===== config.mk =====
export PLATFORM = sky130hd
export DESIGN_NAME = ps2_mouse_packet_cursor_tracker
export DESIGN_NICKNAME = d
export VERILOG_FILES = /design/src/design/ps2mct_pkg.sv /design/src/design/ps2mct_framer.sv /design/src/design/ps2mct_fifo.sv /design/src/design/ps2mct_cursor.sv /design/src/design/ps2_mouse_packet_cursor_tracker.sv
export SDC_FILE = /design/constraint.sdc
export NUM_CORES = 1
export LEC_CHECK = 0
export BUFFER_PORTS_ARGS = -buffer_cell sky130_fd_sc_hd__buf_4
export CAP_MARGIN = 30
export CORE_ASPECT_RATIO = 0.6
export CORE_MARGIN = 2
export CORE_UTILIZATION = 45
export DETAILED_ROUTE_END_ITERATION = 6
export GPL_TIMING_DRIVEN = 0
export MAX_ROUTING_LAYER = met4
export SYNTH_ARGS = -nofsm -noshare
export SYNTH_HDL_FRONTEND = slang
export SYNTH_HIERARCHICAL = 1
export SYNTH_SLANG_ARGS = --single-unit
export TNS_END_PERCENT = 1

===== constraint.sdc =====
create_clock -name clk_i -period 7.85 [get_ports clk_i]
set_input_delay 0 -clock clk_i [delete_from_list [all_inputs] [get_ports clk_i]]
set_output_delay 0 -clock clk_i [all_outputs]
set_load 0.01 [all_outputs]

===== src/design/ps2mct_pkg.sv =====
// ----------------------------------------------------------------------------
// ps2mct_pkg
// Shared types and constants for the PS/2 mouse packet cursor tracker.
// ----------------------------------------------------------------------------
package ps2mct_pkg;

  localparam int COORD_BITS_DEF = 12;
  localparam int SIZE_W         = 13;
  localparam int LIMIT_W        = 7;
  localparam int CFG_IDX_W      = 3;
  localparam int QUEUE_DEPTH    = 2;

  localparam int WIDTH_RST  = 640;
  localparam int HEIGHT_RST = 480;
  localparam int LIMIT_RST  = 20;

  localparam logic       INVX_RST      = 1'b1;
  localparam logic       INVY_RST      = 1'b0;
  localparam int         SYNC_BIT      = 3;
  localparam logic [7:0] OVF_MASK      = 8'hC0;
  localparam int         BTN_W         = 3;

  typedef enum logic [CFG_IDX_W-1:0] {
    CFG_WIDTH  = 3'd0,
    CFG_HEIGHT = 3'd1,
    CFG_LIMIT  = 3'd2,
    CFG_INVX   = 3'd3,
    CFG_INVY   = 3'd4
  } cfg_idx_e;

  typedef enum logic [1:0] {
    PH_HDR = 2'd0,
    PH_X   = 2'd1,
    PH_Y   = 2'd2
  } phase_e;

  typedef struct packed {
    logic [BTN_W-1:0] buttons;
    logic [7:0]       dx_raw;
    logic [7:0]       dy_raw;
  } pkt_t;

endpackage


===== src/design/ps2mct_framer.sv =====
// ----------------------------------------------------------------------------
// ps2mct_framer
// Frames three-byte packets, drops unsynced headers and overflow packets.
// ----------------------------------------------------------------------------
module ps2mct_framer (
  input  logic                clk_i,
  input  logic                rst_ni,
  input  logic                resync_i,
  input  logic                in_valid_i,
  output logic                in_ready_o,
  input  logic [7:0]          rx_byte_i,
  output logic                push_valid_o,
  input  logic                push_ready_i,
  output ps2mct_pkg::pkt_t    push_pkt_o
);

  ps2mct_pkg::phase_e phase_q, phase_d;
  logic [7:0]         hdr_q, x_q;
  logic               accept;
  logic               hdr_load, x_load;

  assign in_ready_o = push_ready_i;
  assign accept     = in_valid_i & push_ready_i;

  always_comb begin
    phase_d = phase_q;
    case (phase_q)
      ps2mct_pkg::PH_HDR: begin
        if (accept && rx_byte_i[ps2mct_pkg::SYNC_BIT]) phase_d = ps2mct_pkg::PH_X;
      end
      ps2mct_pkg::PH_X: begin
        if (accept) phase_d = ps2mct_pkg::PH_Y;
      end
      ps2mct_pkg::PH_Y: begin
        if (accept) phase_d = ps2mct_pkg::PH_HDR;
      end
      default: phase_d = ps2mct_pkg::PH_HDR;
    endcase
    if (resync_i) phase_d = ps2mct_pkg::PH_HDR;
  end

  always_comb begin
    hdr_load     = 1'b0;
    x_load       = 1'b0;
    push_valid_o = 1'b0;
    case (phase_q)
      ps2mct_pkg::PH_HDR: hdr_load = accept && rx_byte_i[ps2mct_pkg::SYNC_BIT];
      ps2mct_pkg::PH_X:   x_load   = accept;
      ps2mct_pkg::PH_Y:   push_valid_o = in_valid_i && ((hdr_q & ps2mct_pkg::OVF_MASK) == 8'h00);
      default: ;
    endcase
  end

  assign push_pkt_o.buttons = hdr_q[ps2mct_pkg::BTN_W-1:0];
  assign push_pkt_o.dx_raw  = x_q;
  assign push_pkt_o.dy_raw  = rx_byte_i;

  always_ff @(posedge clk_i or negedge rst_ni) begin
    if (!rst_ni) begin
      phase_q <= ps2mct_pkg::PH_HDR;
    end else begin
      phase_q <= phase_d;
    end
  end

  always_ff @(posedge clk_i) begin
    if (hdr_load) hdr_q <= rx_byte_i;
    if (x_load)   x_q   <= rx_byte_i;
  end

endmodule


===== src/design/ps2mct_fifo.sv =====
// ----------------------------------------------------------------------------
// ps2mct_fifo
// Two-entry packet queue between the framer and the cursor engine.
// ----------------------------------------------------------------------------
module ps2mct_fifo (
  input  logic             clk_i,
  input  logic             rst_ni,
  input  logic             push_valid_i,
  output logic             push_ready_o,
  input  ps2mct_pkg::pkt_t push_pkt_i,
  output logic             pop_valid_o,
  input  logic             pop_ready_i,
  output ps2mct_pkg::pkt_t pop_pkt_o
);

  ps2mct_pkg::pkt_t mem_q [ps2mct_pkg::QUEUE_DEPTH];
  logic             wr_ptr_q, rd_ptr_q;
  logic [1:0]       cnt_q;
  logic             push, pop;

  assign push_ready_o = (cnt_q != 2'(ps2mct_pkg::QUEUE_DEPTH));
  assign pop_valid_o  = (cnt_q != 2'd0);
  assign push         = push_valid_i & push_ready_o;
  assign pop          = pop_valid_o & pop_ready_i;
  assign pop_pkt_o    = mem_q[rd_ptr_q];

  always_ff @(posedge clk_i or negedge rst_ni) begin
    if (!rst_ni) begin
      wr_ptr_q <= 1'b0;
      rd_ptr_q <= 1'b0;
      cnt_q    <= 2'd0;
    end else begin
      if (push) wr_ptr_q <= ~wr_ptr_q;
      if (pop)  rd_ptr_q <= ~rd_ptr_q;
      case ({push, pop})
        2'b10:   cnt_q <= cnt_q + 2'd1;
        2'b01:   cnt_q <= cnt_q - 2'd1;
        default: cnt_q <= cnt_q;
      endcase
    end
  end

  always_ff @(posedge clk_i) begin
    if (push) mem_q[wr_ptr_q] <= push_pkt_i;
  end

endmodule


===== src/design/ps2mct_cursor.sv =====
// ----------------------------------------------------------------------------
// ps2mct_cursor
// Config registers, delta clamp, cursor update and result register.
// ----------------------------------------------------------------------------
module ps2mct_cursor #(
  parameter int COORD_BITS = ps2mct_pkg::COORD_BITS_DEF
) (
  input  logic                                 clk_i,
  input  logic                                 rst_ni,
  input  logic                                 cfg_we_i,
  input  logic [ps2mct_pkg::CFG_IDX_W-1:0]     cfg_idx_i,
  input  logic [ps2mct_pkg::SIZE_W-1:0]        cfg_wdata_i,
  input  logic                                 pop_valid_i,
  output logic                                 pop_ready_o,
  input  ps2mct_pkg::pkt_t                     pop_pkt_i,
  output logic                                 out_valid_o,
  input  logic                                 out_ready_i,
  output logic signed [7:0]                    delta_x_o,
  output logic signed [7:0]                    delta_y_o,
  output logic [COORD_BITS-1:0]                cursor_x_o,
  output logic [COORD_BITS-1:0]                cursor_y_o,
  output logic [ps2mct_pkg::BTN_W-1:0]         button_bits_o
);

  localparam int EW  = (ps2mct_pkg::SIZE_W > COORD_BITS + 1) ? ps2mct_pkg::SIZE_W
                                                             : COORD_BITS + 1;
  localparam int PW  = COORD_BITS + 2;
  localparam int MAXS = 1 << COORD_BITS;
  localparam int EFF_W_RST = (ps2mct_pkg::WIDTH_RST  > MAXS) ? MAXS : ps2mct_pkg::WIDTH_RST;
  localparam int EFF_H_RST = (ps2mct_pkg::HEIGHT_RST > MAXS) ? MAXS : ps2mct_pkg::HEIGHT_RST;

  logic [COORD_BITS:0]               eff_w_q, eff_h_q, eff_new;
  logic [ps2mct_pkg::LIMIT_W-1:0]    lim_q;
  logic                              invx_q, invy_q;
  logic [COORD_BITS-1:0]             pos_x_q, pos_y_q, pos_x_d, pos_y_d;
  logic [ps2mct_pkg::BTN_W-1:0]      last_btn_q;
  logic                              out_valid_q;
  logic [EW-1:0]                     wext, maxv;
  logic signed [7:0]                 dx, dy;
  logic signed [PW-1:0]              nx, ny;
  logic                              pop, emit;

  function automatic logic signed [7:0] clamp_d(input logic [7:0] b,
                                                input logic [ps2mct_pkg::LIMIT_W-1:0] lim);
    logic signed [8:0] s, l;
    s = {b[7], b};
    l = {2'b00, lim};
    if (s > l)       clamp_d = l[7:0];
    else if (s < -l) clamp_d = 8'(-l);
    else             clamp_d = s[7:0];
  endfunction

  function automatic logic [COORD_BITS-1:0] clamp_p(input logic signed [PW-1:0] p,
                                                    input logic [COORD_BITS:0] size);
    logic [COORD_BITS:0] top;
    top = size - 1'b1;
    if (p[PW-1])                   clamp_p = '0;
    else if (p[PW-2:0] >= size)    clamp_p = top[COORD_BITS-1:0];
    else                           clamp_p = p[COORD_BITS-1:0];
  endfunction

  always_comb begin
    wext = EW'(cfg_wdata_i);
    maxv = EW'(MAXS);
    if (wext == '0)       eff_new = (COORD_BITS+1)'(1);
    else if (wext > maxv) eff_new = maxv[COORD_BITS:0];
    else                  eff_new = wext[COORD_BITS:0];
  end

  assign pop_ready_o = ~out_valid_q | out_ready_i;
  assign pop         = pop_valid_i & pop_ready_o;

  always_comb begin
    dx = clamp_d(pop_pkt_i.dx_raw, lim_q);
    dy = clamp_d(pop_pkt_i.dy_raw, lim_q);
    nx = invx_q ? (PW'(pos_x_q) - PW'(dx)) : (PW'(pos_x_q) + PW'(dx));
    ny = invy_q ? (PW'(pos_y_q) + PW'(dy)) : (PW'(pos_y_q) - PW'(dy));
    pos_x_d = clamp_p(nx, eff_w_q);
    pos_y_d = clamp_p(ny, eff_h_q);
    emit = (dx != 8'sd0) || (dy != 8'sd0) || (pop_pkt_i.buttons != last_btn_q);
  end

  always_ff @(posedge clk_i or negedge rst_ni) begin
    if (!rst_ni) begin
      eff_w_q     <= (COORD_BITS+1)'(EFF_W_RST);
      eff_h_q     <= (COORD_BITS+1)'(EFF_H_RST);
      lim_q       <= ps2mct_pkg::LIMIT_W'(ps2mct_pkg::LIMIT_RST);
      invx_q      <= ps2mct_pkg::INVX_RST;
      invy_q      <= ps2mct_pkg::INVY_RST;
      pos_x_q     <= COORD_BITS'(EFF_W_RST / 2);
      pos_y_q     <= COORD_BITS'(EFF_H_RST / 2);
      last_btn_q  <= '0;
      out_valid_q <= 1'b0;
    end else begin
      if (pop) begin
        pos_x_q <= pos_x_d;
        pos_y_q <= pos_y_d;
        if (emit) last_btn_q <= pop_pkt_i.buttons;
        out_valid_q <= emit;
      end else if (out_ready_i) begin
        out_valid_q <= 1'b0;
      end
      if (cfg_we_i) begin
        case (ps2mct_pkg::cfg_idx_e'(cfg_idx_i))
          ps2mct_pkg::CFG_WIDTH: begin
            eff_w_q    <= eff_new;
            pos_x_q    <= eff_new[COORD_BITS:1];
            pos_y_q    <= eff_h_q[COORD_BITS:1];
            last_btn_q <= '0;
          end
          ps2mct_pkg::CFG_HEIGHT: begin
            eff_h_q    <= eff_new;
            pos_x_q    <= eff_w_q[COORD_BITS:1];
            pos_y_q    <= eff_new[COORD_BITS:1];
            last_btn_q <= '0;
          end
          ps2mct_pkg::CFG_LIMIT: lim_q  <= cfg_wdata_i[ps2mct_pkg::LIMIT_W-1:0];
          ps2mct_pkg::CFG_INVX:  invx_q <= cfg_wdata_i[0];
          ps2mct_pkg::CFG_INVY:  invy_q <= cfg_wdata_i[0];
          default: ;
        endcase
      end
    end
  end

  always_ff @(posedge clk_i) begin
    if (pop && emit) begin
      delta_x_o     <= dx;
      delta_y_o     <= dy;
      cursor_x_o    <= pos_x_d;
      cursor_y_o    <= pos_y_d;
      button_bits_o <= pop_pkt_i.buttons;
    end
  end

  assign out_valid_o = out_valid_q;

endmodule


===== src/design/ps2_mouse_packet_cursor_tracker.sv =====
// ----------------------------------------------------------------------------
// ps2_mouse_packet_cursor_tracker
// Three-byte PS/2 mouse packet decoder driving a screen-clamped cursor.
// ----------------------------------------------------------------------------
// Throughput: one byte per cycle while the packet queue has room; the cursor
//   position register updates once per packet.
// Flow: a packet is queued when its third byte is accepted, and the result
//   register is loaded when the cursor engine pops it, unless an output stall holds it.
// Reset: async active low; cursor centered on 640x480, framing idle.
// ----------------------------------------------------------------------------
module ps2_mouse_packet_cursor_tracker #(
  parameter int COORD_BITS = ps2mct_pkg::COORD_BITS_DEF
) (
  input  logic                             clk_i,
  input  logic                             rst_ni,
  input  logic                             cfg_we_i,
  input  logic [ps2mct_pkg::CFG_IDX_W-1:0] cfg_idx_i,
  input  logic [ps2mct_pkg::SIZE_W-1:0]    cfg_wdata_i,
  input  logic                             in_valid_i,
  output logic                             in_ready_o,
  input  logic [7:0]                       rx_byte_i,
  output logic                             out_valid_o,
  input  logic                             out_ready_i,
  output logic signed [7:0]                delta_x_o,
  output logic signed [7:0]                delta_y_o,
  output logic [COORD_BITS-1:0]            cursor_x_o,
  output logic [COORD_BITS-1:0]            cursor_y_o,
  output logic [ps2mct_pkg::BTN_W-1:0]     button_bits_o
);

  logic             resync;
  logic             push_valid, push_ready, q_valid, q_ready;
  ps2mct_pkg::pkt_t push_pkt, q_pkt;

  assign resync = cfg_we_i &&
                  ((cfg_idx_i == ps2mct_pkg::CFG_WIDTH) || (cfg_idx_i == ps2mct_pkg::CFG_HEIGHT));

  ps2mct_framer u_framer (
    .clk_i        (clk_i),
    .rst_ni       (rst_ni),
    .resync_i     (resync),
    .in_valid_i   (in_valid_i),
    .in_ready_o   (in_ready_o),
    .rx_byte_i    (rx_byte_i),
    .push_valid_o (push_valid),
    .push_ready_i (push_ready),
    .push_pkt_o   (push_pkt)
  );

  ps2mct_fifo u_fifo (
    .clk_i        (clk_i),
    .rst_ni       (rst_ni),
    .push_valid_i (push_valid),
    .push_ready_o (push_ready),
    .push_pkt_i   (push_pkt),
    .pop_valid_o  (q_valid),
    .pop_ready_i  (q_ready),
    .pop_pkt_o    (q_pkt)
  );

  ps2mct_cursor #(
    .COORD_BITS (COORD_BITS)
  ) u_cursor (
    .clk_i         (clk_i),
    .rst_ni        (rst_ni),
    .cfg_we_i      (cfg_we_i),
    .cfg_idx_i     (cfg_idx_i),
    .cfg_wdata_i   (cfg_wdata_i),
    .pop_valid_i   (q_valid),
    .pop_ready_o   (q_ready),
    .pop_pkt_i     (q_pkt),
    .out_valid_o   (out_valid_o),
    .out_ready_i   (out_ready_i),
    .delta_x_o     (delta_x_o),
    .delta_y_o     (delta_y_o),
    .cursor_x_o    (cursor_x_o),
    .cursor_y_o    (cursor_y_o),
    .button_bits_o (button_bits_o)
  );

`ifndef NO_ASSERTIONS
  a_full_not_empty: assert property (@(posedge clk_i) disable iff (!rst_ni)
    !in_ready_o |-> q_valid)
    else $error("queue full but reads empty");

  a_stall_holds_queue: assert property (@(posedge clk_i) disable iff (!rst_ni)
    (out_valid_o && !out_ready_i && q_valid) |=> q_valid)
    else $error("queue drained while result stalled");

  a_backpressure: assert property (@(posedge clk_i) disable iff (!rst_ni)
    (out_valid_o && !out_ready_i) |-> !q_ready)
    else $error("packet popped while result stalled");
`endif

endmodule


### Word-level counts from Yosys, hierarchy flattened

Memories as Yosys holds them, arrays and structs flattened.
Cells that the tools add are included.

| word-level totals | value |
|---|---|
| bits in registers | 128 |
| bits in writable memories | 38 |
| bits of input ports | 29 |
| output and inout bits | 45 |
| word-level logic and storage cells | 115 |
| memories kept | 1 |

| cells by class | value |
|---|---|
| add/subtract/negate cells | 9 |
| magnitude comparators | 7 |
| equality and inequality tests | 13 |
| mux-type cells | 35 |
| bitwise logic cells | 7 |
| reduce and logical (&&, ||, !) cells | 23 |

Memories:

| memory | depth | bits a word | read ports | clocked after memory_dff | write ports | line | text |
|---|---|---|---|---|---|---|---|
| u_fifo.mem_q | 2 | 19 | 1 | 0 | 1 | ps2mct_fifo.sv:16 | `ps2mct_pkg::pkt_t mem_q [ps2mct_pkg::QUEUE_DEPTH];` |

Operator list:

| cell | number |
|---|---|
| 12-bit 2-to-1 mux | 8 |
| 12-bit case mux with 2 select lines | 2 |
| 8-bit 2-to-1 mux | 4 |
| 13-bit by 8-bit adder with 14-bit output | 2 |
| 14-bit 2-to-1 mux | 2 |
| 13-bit by 8-bit subtractor with 14-bit output | 2 |
| 13-bit >= comparator | 2 |
| 13-bit 2-to-1 mux | 2 |
| 12-bit by 1-bit subtractor with 12-bit output (second input constant) | 2 |
| 8-bit by 9-bit less-than comparator with 1-bit output | 2 |
| 8-bit greater-than comparator | 2 |
| 8-bit nonzero test | 2 |
| 13-bit greater-than comparator (second input constant) | 1 |
| 13-bit logical NOT | 1 |
| 3-bit 2-to-1 mux | 4 |
| 2-bit AND reduction | 5 |
| 3-bit by 2-bit != test with 1-bit output (second input constant) | 3 |
| 7-bit negation with 9-bit output | 1 |
| 8-bit logical NOT | 1 |
| 2-bit 2-to-1 mux | 4 |
| 1-bit 2-to-1 mux | 7 |
| 3-bit by 2-bit == test with 1-bit output (second input constant) | 2 |
| 2-bit case mux with 3 select lines | 1 |
| 2-bit nonzero test | 3 |
| other kinds (18) | 29 |

### Longest topological paths before layout

| logic depth | value |
|---|---|
| depth after elaboration | 12 |
| gate-level depth with buffers | 39 |
| gate-level depth less buffers | 35 |

### Cells and area by module

Netlist, hierarchy kept.

By module, submodules not included:

| module | instances | cells each | area each (um2) | sequential area each (um2) |
|---|---|---|---|---|
| ps2mct_cursor | 1 | 884 | 8109.0 | 2886.5 |
| ps2mct_fifo | 1 | 76 | 1560.2 | 1241.2 |
| ps2mct_framer | 1 | 38 | 600.6 | 440.4 |
| ps2_mouse_packet_cursor_tracker | 1 | 1 | 12.5 | 0.0 |

### Worst setup path before layout

No wires, ideal clock.

| path | value |
|---|---|
| path type | reg-to-reg |
| from | register u_cursor/lim_q[0] (netlist name) |
| to | register u_cursor.cursor_y_o[5], data pin |
| setup time | 0.263 ns |
| data arrival time | 6.780 ns |
| required time | 7.587 ns |
| slack | 0.807 ns |
| stages on the path, launching flop included | 39 |
| buffers on the path | 3 |
| period minus slack after synthesis | 7.043 ns |
| cell sequence | dfrtp_1 -> buf_2 -> inv_1 -> ha_1 -> or3b_1 -> buf_2 -> or4_4 -> clkinv_2 -> ha_1 -> nand2b_1 -> nand2_1 -> a31oi_4 -> nand3_1 -> a31oi_1 -> mux2i_1 -> inv_1 -> nor2_1 -> nor2_1 -> [... 3 more ...] -> o21ai_0 -> a21oi_1 -> o21a_1 -> nor2_1 -> o21ai_0 -> a21o_1 -> a21o_1 -> xor2_1 -> ha_1 -> nand3_1 -> nor4_1 -> a211o_1 -> a31oi_1 -> o21ai_1 -> clkbuf_1 -> nand3_1 -> o21ai_0 -> nor2_1 |

| on the way | value |
|---|---|
| word-level cells in the longest chain between the ends | 9 |
| elaborated cells on any way between the ends | 11 |
| classes of those cells | 3 x add/sub; 3 x order compare; 5 x mux |

Ends and longest elaborated chain:

| what | line | text |
|---|---|---|
| start: declaration | ps2mct_cursor.sv:33 | `logic [ps2mct_pkg::LIMIT_W-1:0] lim_q;` |
| start signal: assignment | ps2mct_cursor.sv:87 | `lim_q <= ps2mct_pkg::LIMIT_W'(ps2mct_pkg::LIMIT_RST);` |
| start signal: assignment | ps2mct_cursor.sv:117 | `ps2mct_pkg::CFG_LIMIT: lim_q <= cfg_wdata_i[ps2mct_pkg::LIMIT_W-1:0];` |
| 7-bit negation with 9-bit output | ps2mct_cursor.sv:49 | `else if (s < -l) clamp_d = 8'(-l);` |
| 8-bit by 9-bit less-than comparator with 1-bit output | ps2mct_cursor.sv:49 |  |
| 8-bit 2-to-1 mux | ps2mct_cursor.sv:49 |  |
| 8-bit 2-to-1 mux * | ps2mct_cursor.sv:48 | `if (s > l) clamp_d = l[7:0];` |
| 13-bit by 8-bit subtractor with 14-bit output or 13-bit by 8-bit adder with 14-bit output (tied branches) | ps2mct_cursor.sv:77 | `ny = invy_q ? (PW'(pos_y_q) + PW'(dy)) : (PW'(pos_y_q) - PW'(dy));` |
| 14-bit 2-to-1 mux * | ps2mct_cursor.sv:77 |  |
| 13-bit >= comparator | ps2mct_cursor.sv:58 | `else if (p[PW-2:0] >= size) clamp_p = top[COORD_BITS-1:0];` |
| 12-bit 2-to-1 mux | ps2mct_cursor.sv:58 |  |
| 12-bit 2-to-1 mux * | ps2mct_cursor.sv:57 | `if (p[PW-1]) clamp_p = '0;` |
| named net u_cursor.pos_y_d[5] | ps2mct_cursor.sv:35 | `logic [COORD_BITS-1:0] pos_x_q, pos_y_q, pos_x_d, pos_y_d;` |
| end signal: assignment | ps2mct_cursor.sv:131 | `cursor_y_o <= pos_y_d;` |
| end: declaration | ps2mct_cursor.sv:21 | `output logic [COORD_BITS-1:0] cursor_y_o,` |

Mark *: on every way through the listed nets, which the timed path passes. The rest lies on a longest branch.
A chain may end at the register's enable or synchronous reset.

### Worst setup path after layout

| path | value |
|---|---|
| from | register u_cursor/lim_q[0] (netlist name) |
| to | register u_cursor.cursor_y_o[9], data pin |

| on the way | value |
|---|---|
| word-level cells in the longest chain between the ends | 9 |
| elaborated cells on any way between the ends | 11 |
| classes of those cells | 3 x add/sub; 3 x order compare; 5 x mux |

Ends and longest elaborated chain:

| what | line | text |
|---|---|---|
| 7-bit negation with 9-bit output | ps2mct_cursor.sv:49 |  |
| 8-bit by 9-bit less-than comparator with 1-bit output | ps2mct_cursor.sv:49 |  |
| 8-bit 2-to-1 mux | ps2mct_cursor.sv:49 |  |
| 8-bit 2-to-1 mux * | ps2mct_cursor.sv:48 |  |
| named net u_cursor.dy[4] | ps2mct_cursor.sv:39 | `logic signed [7:0] dx, dy;` |
| 13-bit by 8-bit subtractor with 14-bit output or 13-bit by 8-bit adder with 14-bit output (tied branches) | ps2mct_cursor.sv:77 |  |
| 14-bit 2-to-1 mux * | ps2mct_cursor.sv:77 |  |
| 13-bit >= comparator | ps2mct_cursor.sv:58 |  |
| 12-bit 2-to-1 mux | ps2mct_cursor.sv:58 |  |
| 12-bit 2-to-1 mux * | ps2mct_cursor.sv:57 |  |
| named net u_cursor.pos_y_d[9] | ps2mct_cursor.sv:35 |  |

Marked as above.

==> flow_summary.json <==
{
  "synthMuxAreaShare": 0.0360,
  "cp-start-kind": "register",
  "fin_cells": 1462,
  "drive_gt1_frac": 0.229,
  "status": "complete, no violations",
  "endpoint_kind": "register",
  "avgSynthCellArea_um2": 10.3,
  "path_max_fanout": 8,
  "ant_nets": 0,
  "yosys.area_share.simple": 0.135,
  "ys_warn_count": 6,
  "first_pass_iters": 7,
  "required_ns": 8.05,
  "fmax_mhz": 131,
  "gp_congestion": 0.958,
  "numCtsBuffers": 17,
  "final_util": 0.567,
  "fin_area_um2": 12600,
  "slew_violations": 0,
  "overflow": 0,
  "crit_slowest_cell": "or4b_1",
  "drt-initial-drc-count": 867,
  "fin_skew_ns": 0.0146,
  "fin_crit_ns": 7.64,
  "grt_antenna_before_repair": 1,
  "cts_tree": "done",
  "vias_per_cell": 5.77,
  "hold_class": "in -> reg",
  "dpl-instance-area_um2": 11300,
  "whs_path_depth": 4,
  "port_buffers": 73,
  "holdPathEnd": "u_cursor/last_btn_q[2]$_DFF_PN0_",
  "r2r-end": "u_cursor/cursor_y_o[9]$_DFFE_PP_",
  "dp.cells": 1383,
  "grtUsageTotal": 0.266,
  "synthArstFlopShare": 0.423,
  "grt_pass1_wl_mm": 46.8,
  "synth_xor_area_frac": 0.0520,
  "wl_per_cell_um": 20.4,
  "slew_headroom": 0.372,
  "synth_flop_cell": "edfxtp_1",
  "synth_top_area_share": 0.275,
  "num_antenna_cells": 0,
  "critical_path_class": "reg -> reg",
  "cts.clk_slew.worst_paths_ns": 0.07,
  "fin_crit_sh": 0.973,
  "synth_top_area_cell": "edfxtp_1",
  "clock_latency_ns": 0.44,
  "area_growth_pct": 22.5,
  "rr_worst_depth": 34,
  "synth.ff_latch_count": 163,
  "hp-start": "out_ready_i",
  "cts.path.max_buffers": 2,
  "worstMarginPinSlew_ns": 0.942,
  "synth_nets": 1110,
  "synth_top_family_by_area": "compound AO/OA/AOI/OAI gates",
  "drc_errors": 0,
  "io_pins": 74,
  "setup_violations": 0,
  "syn_area_um2": 10300,
  "htreeDepth": 4,
  "synthAdderAreaFrac": 0.102,
  "clock-sinks": 163,
  "synth_cells": 999,
  "synth-compound-area-share": 0.179,
  "final_hold_viol_count": 0,
  "synth.distinct_cells": 84,
  "maxCapViolations": 0,
  "critPathArrivalTime_ns": 7.84,
  "synth.area.top_cells": "edfxtp_1 27%, dfrtp_1 13%, ha_1 9.7%, dfstp_2 3.8%, xnor2_1 3.7%",
  "rrSetupSlack_ns": 0.21,
  "die-width_um": 199,
  "num_rows": 42,
  "timing.rr.start": "u_cursor/lim_q[0]$_DFFE_PN0P_",
  "die-area_um2": 24100,
  "vias": 8433,
  "dp_hpwl_mm": 22.0,
  "grt_pass1_vias": 8100,
  "layout_commonest_cell": "buf_4",
  "hold_ws_ns": 0.0771,
  "finalNetCount": 1252,
  "synth_edf_count": 94,
  "cts-root-buf": "clkbuf_16",
  "die_h_um": 121,
  "mostFrequentLayoutCells": "97 x buf_4, 94 x edfxtp_1, 89 x nand2_1",
  "wl_mm": 29.8,
  "grt_max_degree": 70,
  "core_area_um2": 22200,
  "seq_area_frac_synth": 0.444,
  "max_stage_delay_ns": 0.48,
  "start_util": 0.463
}
-- repair_timing --
| item | CTS | global route |
|---|---|---|
| endpoints found under the hold margin | 147 | 16 |
| hold buffers | 30 | 1 |
| setup buffers | 3 | 10 |
| gates cloned | 0 | 1 |
| endpoints found under the setup margin | 48 | 48 |
| gates resized for setup | 32 | 44 |
| pin swaps | 2 | 7 |
-- stage by stage --
stage | setup TNS (ns) | setup slack, ns
finish | 0 | 0.210
global route | -0.303 | -0.0467
CTS | 0 | 0.0429
detailed placement | -31.37 | -1.01
global placement | -93.42 | -1.32
floorplan | 0 | 0.807
-- worst max-delay path by stage --
stage	from	to	slack, ns	cells past startpoint
2_1_floorplan	u_cursor/lim_q[0]$_DFFE_PN0P_	u_cursor/cursor_y_o[5]$_DFFE_PP_	0.81	38
3_3_place_gp	u_fifo/rd_ptr_q$_DFFE_PN0P_	u_cursor/last_btn_q[0]$_DFF_PN0_	-1.32	14
3_5_place_dp	u_cursor/lim_q[1]$_DFFE_PN0P_	u_cursor/pos_y_q[1]$_DFF_PN0_	-1.01	32
4_1_cts	u_cursor/lim_q[0]$_DFFE_PN0P_	u_cursor/cursor_x_o[2]$_DFFE_PP_	0.04	32
5_1_grt	u_cursor/lim_q[0]$_DFFE_PN0P_	u_cursor/cursor_y_o[11]$_DFFE_PP_	-0.05	33
6_report	u_cursor/lim_q[0]$_DFFE_PN0P_	u_cursor/cursor_y_o[9]$_DFFE_PP_	0.21	34
-- final cells by class --
class	instances	area, um2
Inverter	63	238
Fill cell	2001	9630
Sequential cell	163	4570
Clock buffer	17	425
Multi-Input combinational cell	719	5440
Buffer	54	315
Clock inverter	15	191
Tap cell	308	385
Timing Repair Buffer	123	1040
-- kinds of logic (layout without fill, tap and decap cells) --
group	Yosys count	in the layout
fa+ha+maj	83	83
mux	34	34
compound gates	261	261
flops	163	163
simple gates	280	280
buf+inv	117	272
xor+xnor	61	61
-- Yosys cell counts, types with 15 or more instances --
master     n
edfxtp_1  94
nand2_1   89
ha_1      80
nor2_1    69
o21ai_0   69
inv_1     62
dfrtp_1   54
a21oi_1   45
xnor2_1   43
clkbuf_1  26
a222oi_1  24
mux2_2    24
nand3_1   20
o31ai_1   19
xor2_1    18
a21o_1    17
nor3_1    16
dfstp_2   15
-- routing by layer --
| layer | part of all wire | vias up | wire length (um) | global-route usage |
|---|---|---|---|---|
| met4 | 0.0072 | 0 | 214 | 0.0434 |
| met1 | 0.50 | 4035 | 14900 | 0.411 |
| met3 | 0.11 | 21 | 3160 | 0.0767 |
| met2 | 0.39 | 402 | 11500 | 0.344 |
| met5 | 0 | - | 0 | - |
| li1 | - | 3975 | - | - |
-- worst max-delay path, delay by kind of cell, from the launching register on --
| family | cells | cell delay, ns |
|---|---|---|
| buffers and inverters | 7 | 1.10 |
| xor gates and xnor gates | 2 | 0.40 |
| muxes | 1 | 0.29 |
| adders and majority gates | 4 | 1.07 |
| AOI/OAI and AO/OA | 9 | 1.44 |
| and+or+nand+nor | 11 | 2.67 |
| DFF | 1 | 0.40 |
-- sequential cells by signal, indices dropped and copies added (netlist names), 2 cells and up --
register	cells
u_cursor/button_bits_o	3
u_cursor/cursor_y_o	12
u_fifo/mem_q	38
u_cursor/last_btn_q	3
u_cursor/lim_q	7
u_framer/hdr_q	5
u_fifo/cnt_q	2
u_framer/phase_q	2
u_cursor/delta_x_o	8
u_cursor/pos_y_q	12
u_cursor/delta_y_o	8
u_cursor/eff_h_q	13
u_framer/x_q	8
u_cursor/eff_w_q	13
u_cursor/cursor_x_o	12
u_cursor/pos_x_q	12
Power is not shown: default switching activity piles up to over one toggle a cycle in this logic, so the estimate is an artifact.
